File: src/lru_key_value_cache_defines.svh
// Assertion helpers shared by the cache RTL.
`ifndef LRU_KEY_VALUE_CACHE_DEFINES_SVH
`define LRU_KEY_VALUE_CACHE_DEFINES_SVH

// Same-cycle implication, disabled in reset.
`define LKVC_ASSERT_NOW(label, clk, rst, ante, cons, msg) \
  label: assert property (@(posedge clk) disable iff (rst) (ante) |-> (cons)) else $error(msg);

// Next-cycle implication, disabled in reset.
`define LKVC_ASSERT_NEXT(label, clk, rst, ante, cons, msg) \
  label: assert property (@(posedge clk) disable iff (rst) (ante) |=> (cons)) else $error(msg);

`endif

File: src/lkvc_pkg.sv
package lkvc_pkg;

  localparam int LKVC_MAX_ENTRIES = 16;
  localparam int KEY_W            = 32;
  localparam int VAL_W            = 32;
  localparam int CAP_W            = 5;

  typedef logic signed [KEY_W-1:0] key_t;
  typedef logic signed [VAL_W-1:0] value_t;
  typedef logic [CAP_W-1:0]        cap_t;

  localparam cap_t   CAP_RESET  = cap_t'(16);
  localparam value_t MISS_VALUE = '1;

  localparam logic ACT_GET = 1'b0;
  localparam logic ACT_SET = 1'b1;

endpackage

File: src/lkvc_ifs.sv
interface lkvc_req_if;
  import lkvc_pkg::*;
  logic   valid;
  logic   ready;
  logic   action;
  key_t   key;
  value_t value;

  modport source (output valid, action, key, value, input ready);
  modport sink   (input valid, action, key, value, output ready);
endinterface

interface lkvc_rsp_if;
  import lkvc_pkg::*;
  logic   valid;
  logic   ready;
  logic   hit;
  value_t read_value;
  logic   evicted;

  modport source (output valid, hit, read_value, evicted, input ready);
  modport sink   (input valid, hit, read_value, evicted, output ready);
endinterface

interface lkvc_cfg_if;
  import lkvc_pkg::*;
  logic valid;
  logic ready;
  cap_t data;

  modport source (output valid, data, input ready);
  modport sink   (input valid, data, output ready);
endinterface

File: src/lkvc_ram.sv
module lkvc_ram #(
  parameter int WIDTH = 32,
  parameter int DEPTH = 16,
  localparam int AW = (DEPTH > 1) ? $clog2(DEPTH) : 1
) (
  input  logic             clk,
  input  logic             we,
  input  logic [AW-1:0]    waddr,
  input  logic [WIDTH-1:0] wdata,
  input  logic             re,
  input  logic [AW-1:0]    raddr,
  output logic [WIDTH-1:0] rdata
);

  logic [WIDTH-1:0] mem [DEPTH];

  always_ff @(posedge clk) begin
    if (we) begin
      mem[waddr] <= wdata;
    end
    if (re) begin
      rdata <= mem[raddr];
    end
  end

endmodule

File: src/lru_key_value_cache.sv
// channel  dir  payload                      transfer when
// req      in   action, key, value           req.valid & req.ready
// rsp      out  hit, read_value, evicted     rsp.valid & rsp.ready
// cfg      in   data (capacity_limit)        cfg.valid & cfg.ready (ready always high)
//
// One access per cycle unless the response stalls: an item waits in the input
// register, where all keys are compared at once and the ranks adjusted, then moves
// to the result register.
// Stored values live in a RAM whose registered read port supplies read_value.
// A stalled response holds the input register; req.ready stays high while it has room.
// Synchronous reset empties the store; no clearing pass is needed.
`include "lru_key_value_cache_defines.svh"

module lru_key_value_cache #(
  parameter int MAX_ENTRIES = lkvc_pkg::LKVC_MAX_ENTRIES
) (
  input logic         clk,
  input logic         rst,
  lkvc_req_if.sink    req,
  lkvc_rsp_if.source  rsp,
  lkvc_cfg_if.sink    cfg
);
  import lkvc_pkg::*;

  localparam int IDX_W  = (MAX_ENTRIES > 1) ? $clog2(MAX_ENTRIES) : 1;
  localparam int RANK_W = IDX_W;
  localparam int OCC_W  = $clog2(MAX_ENTRIES + 1);
  localparam int CMP_W  = ((OCC_W > CAP_W) ? OCC_W : CAP_W) + 1;

  typedef logic [MAX_ENTRIES-1:0] vec_t;
  typedef logic [RANK_W-1:0]      rank_t;
  typedef logic [IDX_W-1:0]       idx_t;
  typedef logic [OCC_W-1:0]       occ_t;

  typedef enum logic [1:0] {
    SRC_ZERO,
    SRC_MISS,
    SRC_RAM
  } rd_src_t;

  function automatic idx_t encode(input vec_t oh);
    idx_t r;
    r = '0;
    for (int i = 0; i < MAX_ENTRIES; i++) begin
      if (oh[i]) begin
        r = r | idx_t'(i);
      end
    end
    return r;
  endfunction

  // configuration
  cap_t capacity_limit;

  // tag store
  vec_t  valid;
  key_t  keys [MAX_ENTRIES];
  rank_t rank [MAX_ENTRIES];
  occ_t  occupancy;

  // input register
  logic   s1_valid;
  logic   s1_action;
  key_t   s1_key;
  value_t s1_value;

  // result register
  logic    o_valid;
  logic    o_hit;
  logic    o_evicted;
  rd_src_t o_src;

  logic   advance;
  logic   is_set;
  vec_t   match;
  logic   hit_any;
  idx_t   hit_idx;
  rank_t  hit_rank;
  vec_t   victim;
  vec_t   free_oh;
  vec_t   slot_oh;
  idx_t   slot;
  rank_t  occ_last;
  rank_t  thresh;
  logic   full;
  logic   do_evict;
  logic   do_insert;
  logic   upd;
  logic [CMP_W-1:0] cap_eff;
  value_t ram_rdata;

  assign cfg.ready = 1'b1;

  always_ff @(posedge clk) begin
    if (rst) begin
      capacity_limit <= CAP_RESET;
    end else if (cfg.valid) begin
      capacity_limit <= cfg.data;
    end
  end

  assign advance   = s1_valid && (!o_valid || rsp.ready);
  assign req.ready = !s1_valid || advance;

  always_ff @(posedge clk) begin
    if (rst) begin
      s1_valid <= 1'b0;
    end else if (req.ready) begin
      s1_valid <= req.valid;
    end
  end

  always_ff @(posedge clk) begin
    if (req.valid && req.ready) begin
      s1_action <= req.action;
      s1_key    <= req.key;
      s1_value  <= req.value;
    end
  end

  // lookup and replacement choice
  always_comb begin
    for (int i = 0; i < MAX_ENTRIES; i++) begin
      match[i] = valid[i] && (keys[i] == s1_key);
    end
  end

  always_comb begin
    hit_rank = '0;
    for (int i = 0; i < MAX_ENTRIES; i++) begin
      if (match[i]) begin
        hit_rank = hit_rank | rank[i];
      end
    end
  end

  // valid ranks always form 0..occupancy-1, so the LRU entry holds occupancy-1
  assign occ_last = rank_t'(occupancy - occ_t'(1));

  always_comb begin
    for (int i = 0; i < MAX_ENTRIES; i++) begin
      victim[i] = valid[i] && (rank[i] == occ_last);
    end
  end

  always_comb begin
    if (capacity_limit == '0) begin
      cap_eff = CMP_W'(1);
    end else if (CMP_W'(capacity_limit) > CMP_W'(MAX_ENTRIES)) begin
      cap_eff = CMP_W'(MAX_ENTRIES);
    end else begin
      cap_eff = CMP_W'(capacity_limit);
    end
  end

  assign is_set    = (s1_action == ACT_SET);
  assign hit_any   = |match;
  assign hit_idx   = encode(match);
  assign full      = CMP_W'(occupancy) >= cap_eff;
  assign do_evict  = is_set && !hit_any && full;
  assign do_insert = is_set && !hit_any && !full;
  assign upd       = hit_any || is_set;
  assign free_oh   = ~valid & (valid + vec_t'(1));
  assign slot_oh   = hit_any ? match : (do_evict ? victim : free_oh);
  assign slot      = encode(slot_oh);
  assign thresh    = hit_any ? hit_rank : occ_last;

  // rank adjust: slot goes to zero, entries more recent than it (all, on insert) age by one
  always_ff @(posedge clk) begin
    if (rst) begin
      valid     <= '0;
      occupancy <= '0;
      for (int i = 0; i < MAX_ENTRIES; i++) begin
        rank[i] <= '0;
      end
    end else if (advance && upd) begin
      for (int i = 0; i < MAX_ENTRIES; i++) begin
        if (slot_oh[i]) begin
          rank[i] <= '0;
          if (do_insert) begin
            valid[i] <= 1'b1;
          end
        end else if (valid[i] && (do_insert || rank[i] < thresh)) begin
          rank[i] <= rank[i] + rank_t'(1);
        end
      end
      if (do_insert) begin
        occupancy <= occupancy + occ_t'(1);
      end
    end
  end

  always_ff @(posedge clk) begin
    if (advance && (do_evict || do_insert)) begin
      for (int i = 0; i < MAX_ENTRIES; i++) begin
        if (slot_oh[i]) begin
          keys[i] <= s1_key;
        end
      end
    end
  end

  lkvc_ram #(
    .WIDTH (VAL_W),
    .DEPTH (MAX_ENTRIES)
  ) u_values (
    .clk   (clk),
    .we    (advance && is_set),
    .waddr (slot),
    .wdata (s1_value),
    .re    (advance && !is_set && hit_any),
    .raddr (hit_idx),
    .rdata (ram_rdata)
  );

  // result register
  always_ff @(posedge clk) begin
    if (rst) begin
      o_valid <= 1'b0;
    end else if (advance) begin
      o_valid <= 1'b1;
    end else if (rsp.ready) begin
      o_valid <= 1'b0;
    end
  end

  always_ff @(posedge clk) begin
    if (advance) begin
      o_hit     <= hit_any;
      o_evicted <= do_evict;
      if (is_set) begin
        o_src <= SRC_ZERO;
      end else if (hit_any) begin
        o_src <= SRC_RAM;
      end else begin
        o_src <= SRC_MISS;
      end
    end
  end

  assign rsp.valid   = o_valid;
  assign rsp.hit     = o_hit;
  assign rsp.evicted = o_evicted;

  always_comb begin
    unique case (o_src)
      SRC_RAM:  rsp.read_value = ram_rdata;
      SRC_MISS: rsp.read_value = MISS_VALUE;
      SRC_ZERO: rsp.read_value = '0;
      default:  rsp.read_value = '0;
    endcase
  end

  `LKVC_ASSERT_NOW(a_occ_matches_valid, clk, rst, 1'b1,
    $countones(valid) == int'(occupancy), "occupancy differs from valid count")
  `LKVC_ASSERT_NOW(a_single_match, clk, rst, s1_valid, $onehot0(match),
    "key present in more than one entry")
  `LKVC_ASSERT_NOW(a_victim_found, clk, rst, s1_valid && do_evict, $onehot(victim),
    "eviction without a unique least recent entry")
  `LKVC_ASSERT_NEXT(a_evict_keeps_occ, clk, rst, advance && do_evict, $stable(occupancy),
    "eviction changed occupancy")

endmodule
File: src/flat_wrapper.sv
// flat-port wrapper written by rule: the top's interface ports become plain ports
module lru_key_value_cache_flat import lkvc_pkg::*;
#(
  parameter int MAX_ENTRIES = lkvc_pkg::LKVC_MAX_ENTRIES
)
  (clk, rst, req_valid, req_action, req_key, req_value, req_ready, rsp_valid, rsp_hit, rsp_read_value, rsp_evicted, rsp_ready, cfg_valid, cfg_data, cfg_ready);
  lkvc_req_if req_i ();
  lkvc_rsp_if rsp_i ();
  lkvc_cfg_if cfg_i ();
  input logic clk;
  input logic rst;
  input wire logic [$bits(req_i.valid)-1:0] req_valid;
  input wire logic [$bits(req_i.action)-1:0] req_action;
  input wire logic [$bits(req_i.key)-1:0] req_key;
  input wire logic [$bits(req_i.value)-1:0] req_value;
  output wire logic [$bits(req_i.ready)-1:0] req_ready;
  output wire logic [$bits(rsp_i.valid)-1:0] rsp_valid;
  output wire logic [$bits(rsp_i.hit)-1:0] rsp_hit;
  output wire logic [$bits(rsp_i.read_value)-1:0] rsp_read_value;
  output wire logic [$bits(rsp_i.evicted)-1:0] rsp_evicted;
  input wire logic [$bits(rsp_i.ready)-1:0] rsp_ready;
  input wire logic [$bits(cfg_i.valid)-1:0] cfg_valid;
  input wire logic [$bits(cfg_i.data)-1:0] cfg_data;
  output wire logic [$bits(cfg_i.ready)-1:0] cfg_ready;
  assign req_i.valid = req_valid;
  assign req_i.action = req_action;
  assign req_i.key = req_key;
  assign req_i.value = req_value;
  assign req_ready = req_i.ready;
  assign rsp_valid = rsp_i.valid;
  assign rsp_hit = rsp_i.hit;
  assign rsp_read_value = rsp_i.read_value;
  assign rsp_evicted = rsp_i.evicted;
  assign rsp_i.ready = rsp_ready;
  assign cfg_i.valid = cfg_valid;
  assign cfg_i.data = cfg_data;
  assign cfg_ready = cfg_i.ready;
  lru_key_value_cache #(.MAX_ENTRIES(MAX_ENTRIES)) u_core (.clk(clk), .rst(rst), .req(req_i), .rsp(rsp_i), .cfg(cfg_i));
endmodule
File: config.mk
export PLATFORM = sky130hd
export DESIGN_NAME = lru_key_value_cache_flat
export DESIGN_NICKNAME = d
export VERILOG_FILES = /design/src/lkvc_pkg.sv /design/src/lkvc_ifs.sv /design/src/lkvc_ram.sv /design/src/lru_key_value_cache.sv /design/src/flat_wrapper.sv
export VERILOG_INCLUDE_DIRS = /design/src /design/src/src
export SDC_FILE = /design/constraint.sdc
export NUM_CORES = 2
export LEC_CHECK = 0
export ABC_CLOCK_PERIOD_IN_PS = 8200
export BUFFER_PORTS_ARGS = -buffer_cell sky130_fd_sc_hd__buf_4
export CORE_ASPECT_RATIO = 0.8
export CORE_MARGIN = 2
export CORE_UTILIZATION = 50
export CTS_CLUSTER_SIZE = 12
export DETAILED_ROUTE_END_ITERATION = 7
export PLACE_DENSITY = 0.64
export SETUP_SLACK_MARGIN = 0.5
export SLEW_MARGIN = 10
export SYNTH_ARGS = -nofsm -noshare
export SYNTH_HDL_FRONTEND = slang
export SYNTH_SLANG_ARGS = --single-unit
File: constraint.sdc
create_clock -name clk -period 8.2 [get_ports clk]
set_input_delay 1.64 -clock clk [delete_from_list [all_inputs] [get_ports clk]]
set_output_delay 1.64 -clock clk [all_outputs]
set_load 0.02 [all_outputs]
Word level (Yosys, flattened, before mapping) --
Memory sizes are Yosys's and may differ from the RTL's. A register that Yosys moved wholly into a read port is not among the register bits. Index checks and enable logic that the tools add are counted.
Storage, ports and cells: bits in registers 97, RAM bits 1088, bits of input ports 75, output and inout port bits 37, word-level logic and storage cells 519, memories 3
Operators by class: $add $sub $neg 19, order comparisons 18, equal/unequal tests 34, mux-type cells 267, bitwise logic cells 49, reduce and logical (&&, ||, !) cells 103
Memories:
- u_core.keys | words 16, bits a word 32, rd ports 16, clocked after Yosys merged registers in 0, wr ports 16, line lru_key_value_cache.sv:57 | key_t keys [MAX_ENTRIES];
- u_core.u_values.mem | words 16, bits a word 32, rd ports 1, clocked after Yosys merged registers in 1, wr ports 1, line lkvc_ram.sv:15 | logic [WIDTH-1:0] mem [DEPTH];
- u_core.rank | words 16, bits a word 4, rd ports 16, clocked after Yosys merged registers in 0, wr ports 16, line lru_key_value_cache.sv:58 | rank_t rank [MAX_ENTRIES];
Operators with widths (count):
- $eq A32 B32 Y1 | 16
- $mux W4 | 65
- $mux W1 | 184
- $add A4 B1 Y4 const B | 16
- $eq A4 B4 Y1 | 16
- $lt A4 B4 Y1 | 16
- $pmux W32 S2 | 1
- $or A4 B4 Y4 | 15
- $logic_and A1 B1 Y1 | 58
- $reduce_and A3 Y1 | 16
- $mux W16 | 2
- $or A1 B1 Y1 | 32
- $mux W3 | 8
- $logic_or A1 B1 Y1 | 20
- $add A16 B1 Y16 const B | 1
- $and A16 B16 Y16 | 1
- $not A16 Y16 | 1
- $reduce_or A16 Y1 | 1
- $mux W2 | 5
- $ge A5 B6 Y1 | 1
- $mux W6 | 1
- $add A5 B1 Y5 const B | 1
- $gt A5 B5 Y1 const B | 1
- $logic_not A1 Y1 | 5
- 7 further kinds | 7

Longest topological paths before layout --
An unclocked memory read counts as a cell.
word-level depth 44, mapped depth 20, depth with buffers taken out 15

Modules after synthesis --
A second synthesis with hierarchy kept.
Second synthesis, totals: cells, all modules 3555, area, all modules 54496.0 um2
Modules (own cells, without submodules):
- lru_key_value_cache | instances 1, cells each 2717, area an instance 34340.4 um2, seq. area each 19929.1 um2
- lkvc_ram | instances 1, cells each 838, area an instance 20155.6 um2, seq. area each 16335.7 um2

Least setup slack after synthesis --
Ideal clock, no wire load.
path kind register -> register, start register u_core.occupancy[0], end memory u_core.u_values.mem[1][0] (enable), setup time 0.461 ns, data arrival time 5.805 ns, data required time 7.739 ns, slack 1.934 ns, cell stages (with the launch flop) 16, path buffers 3, clock period less this slack 6.266 ns, cells stage by stage dfxtp_1 > buf_2 > buf_1 > inv_1 > ha_1 > nand2b_1 > a21o_1 > a21oi_1 > o21ai_1 > nand2_1 > clkbuf_1 > mux2i_1 > a211oi_2 > and4_1 > nand4_1 > nor3_1
Between the ends: longest elaborated chain between the ends 20, elaborated cells on any way between the ends 50, classes of those cells 1 x add/sub; 1 x order compare; 15 x eq/ne; 17 x mux; 16 x reduce/logical
Ends and longest elaborated chain:
- from (decl) | line lru_key_value_cache.sv:59 | occ_t occupancy;
- from (signal assigned) | line lru_key_value_cache.sv:188 | occupancy <= occupancy + occ_t'(1);
- $sub A4 B1 Y4 (*) | line lru_key_value_cache.sv:138 | assign occ_last = rank_t'(occupancy - occ_t'(1));
- via u_core.occ_last[0] | line lru_key_value_cache.sv:83 | rank_t occ_last;
- $eq A4 B4 Y1 | line lru_key_value_cache.sv:142 | victim[i] = valid[i] && (rank[i] == occ_last);
- $logic_and A1 B1 Y1 | line lru_key_value_cache.sv:142
- $mux W16 (*) (2 in a row) | line lru_key_value_cache.sv:164 | assign slot_oh = hit_any ? match : (do_evict ? victim : free_oh);
- $mux W1 | line lru_key_value_cache.sv:45 | if (oh[i]) begin
- $mux W2 (2 in a row) | line lru_key_value_cache.sv:45
- $mux W3 (4 in a row) | line lru_key_value_cache.sv:45
- $mux W4 (7 in a row) | line lru_key_value_cache.sv:45
- $mux W4 (*) | line lru_key_value_cache.sv:45
- to (decl) | line lkvc_ram.sv:15
Mark *: on every way through the listed nets, which the timed path passes. The rest lies on a longest branch.

==> impl_metrics.csv <==
group,metric,value,unit
global_routing,antenna_found_initial,10,
sta,max_freq,157,MHz
floorplan,pin_count,112,
power,p_sw,2.76,mW
power,pwr-share-seq,0.554,
sta,tightest_slew,1.20,ns
floorplan,rows,106,
setup_path,critPathCaptureType,"flop",
setup_path,worstRegToRegCells,15,
clock_network,cts_tree,"built",
sta,timing.setup.tns,0,ns
setup_path,cp_data_arrival_time,6.72,ns
cells_and_area,fill_cells,8168,
yosys,synth_nets,3582,
cells_and_area,drive_gt1_frac,0.119,
yosys,yosysWarnings,0,
setup_path,start_kind,"flop",
clock_network,numCtsBuffers,120,
yosys,yosysMostFrequentCell,"edfxtp_1",
drt,num_vias,30300,
cells_and_area,seqCellArea,36300,µm²
global_routing,grt_first_pass_wirelength,202000,µm
placement,gp_congestion,0.958,
yosys,synth_top_family_by_area,"XOR/XNOR gates",
yosys,synth_seq_cells,1217,
placement,port_buffers,110,
floorplan,coreArea,105000,µm²
yosys,yosysUniqueCellTypes,74,
power,power_density,214,nW/µm²
drt,routedWlPerCell,27.6,µm
floorplan,fp.dieArea,109000,µm²
setup_path,crit_type,"flop to flop",
placement,place_area,55600,µm²
yosys,synthMuxAreaShare,0.0688,
sta,period_needed,6.37,ns
power,sw_frac_of_total,0.218,
cells_and_area,fin_util,0.564,
yosys,syn_area_per_cell,15.5,µm²
yosys,netlist_area,53200,µm²
sta,rsz0062_at_grt,"no",
global_routing,grt-ovfl-total,0,
yosys,synth_area_leaders,"edfxtp_1, xnor2_1, mux2i_1, ha_1, xor2_1",
hold_path,holdCritPathClass,"flop to flop",
placement,dp_hpwl,87000,µm
floorplan,die_h,296,µm
yosys,yosysTopAreaCellShare,0.672,
clock_network,cts_resized,0,
yosys,synth_xor_area_frac,0.100,
clock_network,clk_latency,0.76,ns
clock_network,clkTransAtPathRegs,0.06,ns
yosys,syn_inst,3434,
yosys,yosysSeqAreaShare,0.682,
clock_network,cts_buffer_depth,3,
yosys,synthTopCellsByCount,"edfxtp_1, xnor2_1, mux2i_1, nor2_1, nand4_1",
power,internal-power,9.87,mW
clock_network,cts.sinks,1217,
setup_path,crit_fanout,19,
cells_and_area,multi_input_area,15600,µm²
floorplan,dieWidth,369,µm
drt,ant_nets,0,
yosys,yosys.area.top_type,"edfxtp_1",
cells_and_area,nets,3751,
drt,drt_pass1_iterations,6,
power,peakVddDrop,0.198,mV
cells_and_area,finish.instance_area,59100,µm²
drt,viasPerCell,5.97,
sta,slew_headroom,0.190,
global_routing,grt_usage,0.255,
setup_path,cp_data_required_time,8.54,ns
clock_network,cts_root_buf,"clkbuf_16",
yosys,async_reset_ff_frac,0,
sta,post-route-period-util,0.777,
global_routing,first_global_vias,29800,
sta,hold_viol_final,0,
yosys,synthFlopType,"edfxtp_1",
clock_network,postCtsSetupRepairBufs,0,
yosys,synth-simple-area-share,0.0601,
drt,first_iter_violations,3313,
yosys,synth_adder_area_share,0.0172,
power,clockPowerShare,0.398,
drt,drt_wl_total,140000,µm
global_routing,grt_max_degree,107,
drt,drc_errors,0,
floorplan,initial_core_util,0.507,
sta,report.final.setup_viol,0,
run,maxCapViolCount,0,
clock_network,cts_hold_buf,0,
clock_network,htreeDepth,3,
sta,finalClockSkew,0.0740,ns
yosys,synth_compound_area_frac,0.0443,
cells_and_area,area_growth,11.2,%
hold_path,hold_depth,2,
sta,drv_slew,0,
status,status,"finished, final reports clean",
yosys,synth_edf_count,1189,
power,cellLeakagePower,21.5,nW
power,power_frac_comb,0.048,
sta,holdWs,0.510,ns
==> metal layers <==
metal / wire (µm) / vias to the layer above / track usage
li1: - / 13400 / -
met1: 62400 / 15500 / 0.381
met2: 62300 / 1209 / 0.380
met3: 11900 / 215 / 0.0528
met4: 3360 / 9 / 0.0689
met5: 80 / - / 0
==> per-stage QoR <==
step,setup slack (ns),std cells,power [mW]
after floorplan,1.93,3434,7.47
after global routing,1.52,5078,13.0
after detailed placement,2.03,4885,7.72
after global placement,2.00,4884,7.70
final,1.83,5081,12.6
after CTS,1.95,5078,12.7
==> final cells by class <==
class,instances,share of cell area
antenna,3,0.000127
clock buffer,155,0.0535
clock inverter,38,0.00546
inverter,43,0.00273
multi-input combinational,1989,0.264
sequential,1217,0.613
tap,1404,0.0297
timing repair buffer,232,0.0308
==> final timing paths <==
kind / slack [ns] / to / from
worst min-delay path: 0.51 / u_core.capacity_limit[0] / u_core.capacity_limit[0]
worst max-delay path: 1.83 / u_core.rank[1][16] / u_core.s1_key[8]
worst max register to register: 1.83 / u_core.rank[1][16] / u_core.s1_key[8]
worst min register to register: 0.51 / u_core.capacity_limit[0] / u_core.capacity_limit[0]
==> kinds of logic after synthesis <==
kind of cell | after synthesis
compound gates | 351
fa+ha+maj | 73
buf+inv | 228
other cells | 1
simple gates | 593
mux | 364
flops | 1217
xor+xnor | 607
==> critical path, stage by stage, from the launching register on <==
cell and delay [ns]:
edfxtp_1 0.87, buf_4 0.38, xnor2_1 0.17, nand4_1 0.12, nor4_1 0.99, and3_1 0.55, nor4_4 0.10, and4_1 0.49
a21oi_1 0.51, buf_4 0.36, ha_1 0.29, o21a_1 0.11, o21ai_0 0.14, a21oi_1 0.10, and4b_1 0.21, nor3_1 0.55
==> power groups by stage <==
stage / logic (mW) / clock network [mW] / registers (mW)
CTS: 0.602 / 5.11 / 7.00
global route: 0.646 / 5.35 / 7.00
finish: 0.602 / 5.03 / 7.00
global placement: 0.586 / 0 / 7.12
floorplan: 0.382 / 0 / 7.08
detailed placement: 0.598 / 0 / 7.13
==> placed cells by master, fill, tap and decap left out, types with 6 or more instances in the layout <==
cell type  instances
ha_1              73
and4_1             6
edfxtp_1        1189
clkbuf_16        121
nand2_1           49
and3_1            31
nor2_1           161
nor4b_1            8
nor2_2            10
or3_1              8
nand4_1          139
o21a_1            24
nor4_1            33
xnor2_1          503
o21bai_1          10
a21oi_1           74
dfxtp_1           28
o22ai_1          136
nor3_1            44
buf_12             6
a22o_1            13
o211ai_1           6
a211o_1            9
clkbuf_1          33
clkinv_1          21
mux2i_1          362
clkinv_2           8
inv_1             42
o21ai_0           18
buf_4            225
xor2_1           102
a221oi_1          13
nor3_2            17
a32oi_1            7
nand3_1           53
==> sequential cells by signal, summed over array words and instances, names as in the netlist, 2 cells and up <==
name / cells
u_core.capacity_limit: 5
u_core.keys: 512
u_core.o_src: 2
u_core.occupancy: 5
u_core.rank: 64
u_core.s1_key: 32
u_core.s1_value: 32
u_core.u_values.mem: 512
u_core.u_values.rdata: 32
u_core.valid: 16
Note: power is estimated with default switching activity, not from simulation.
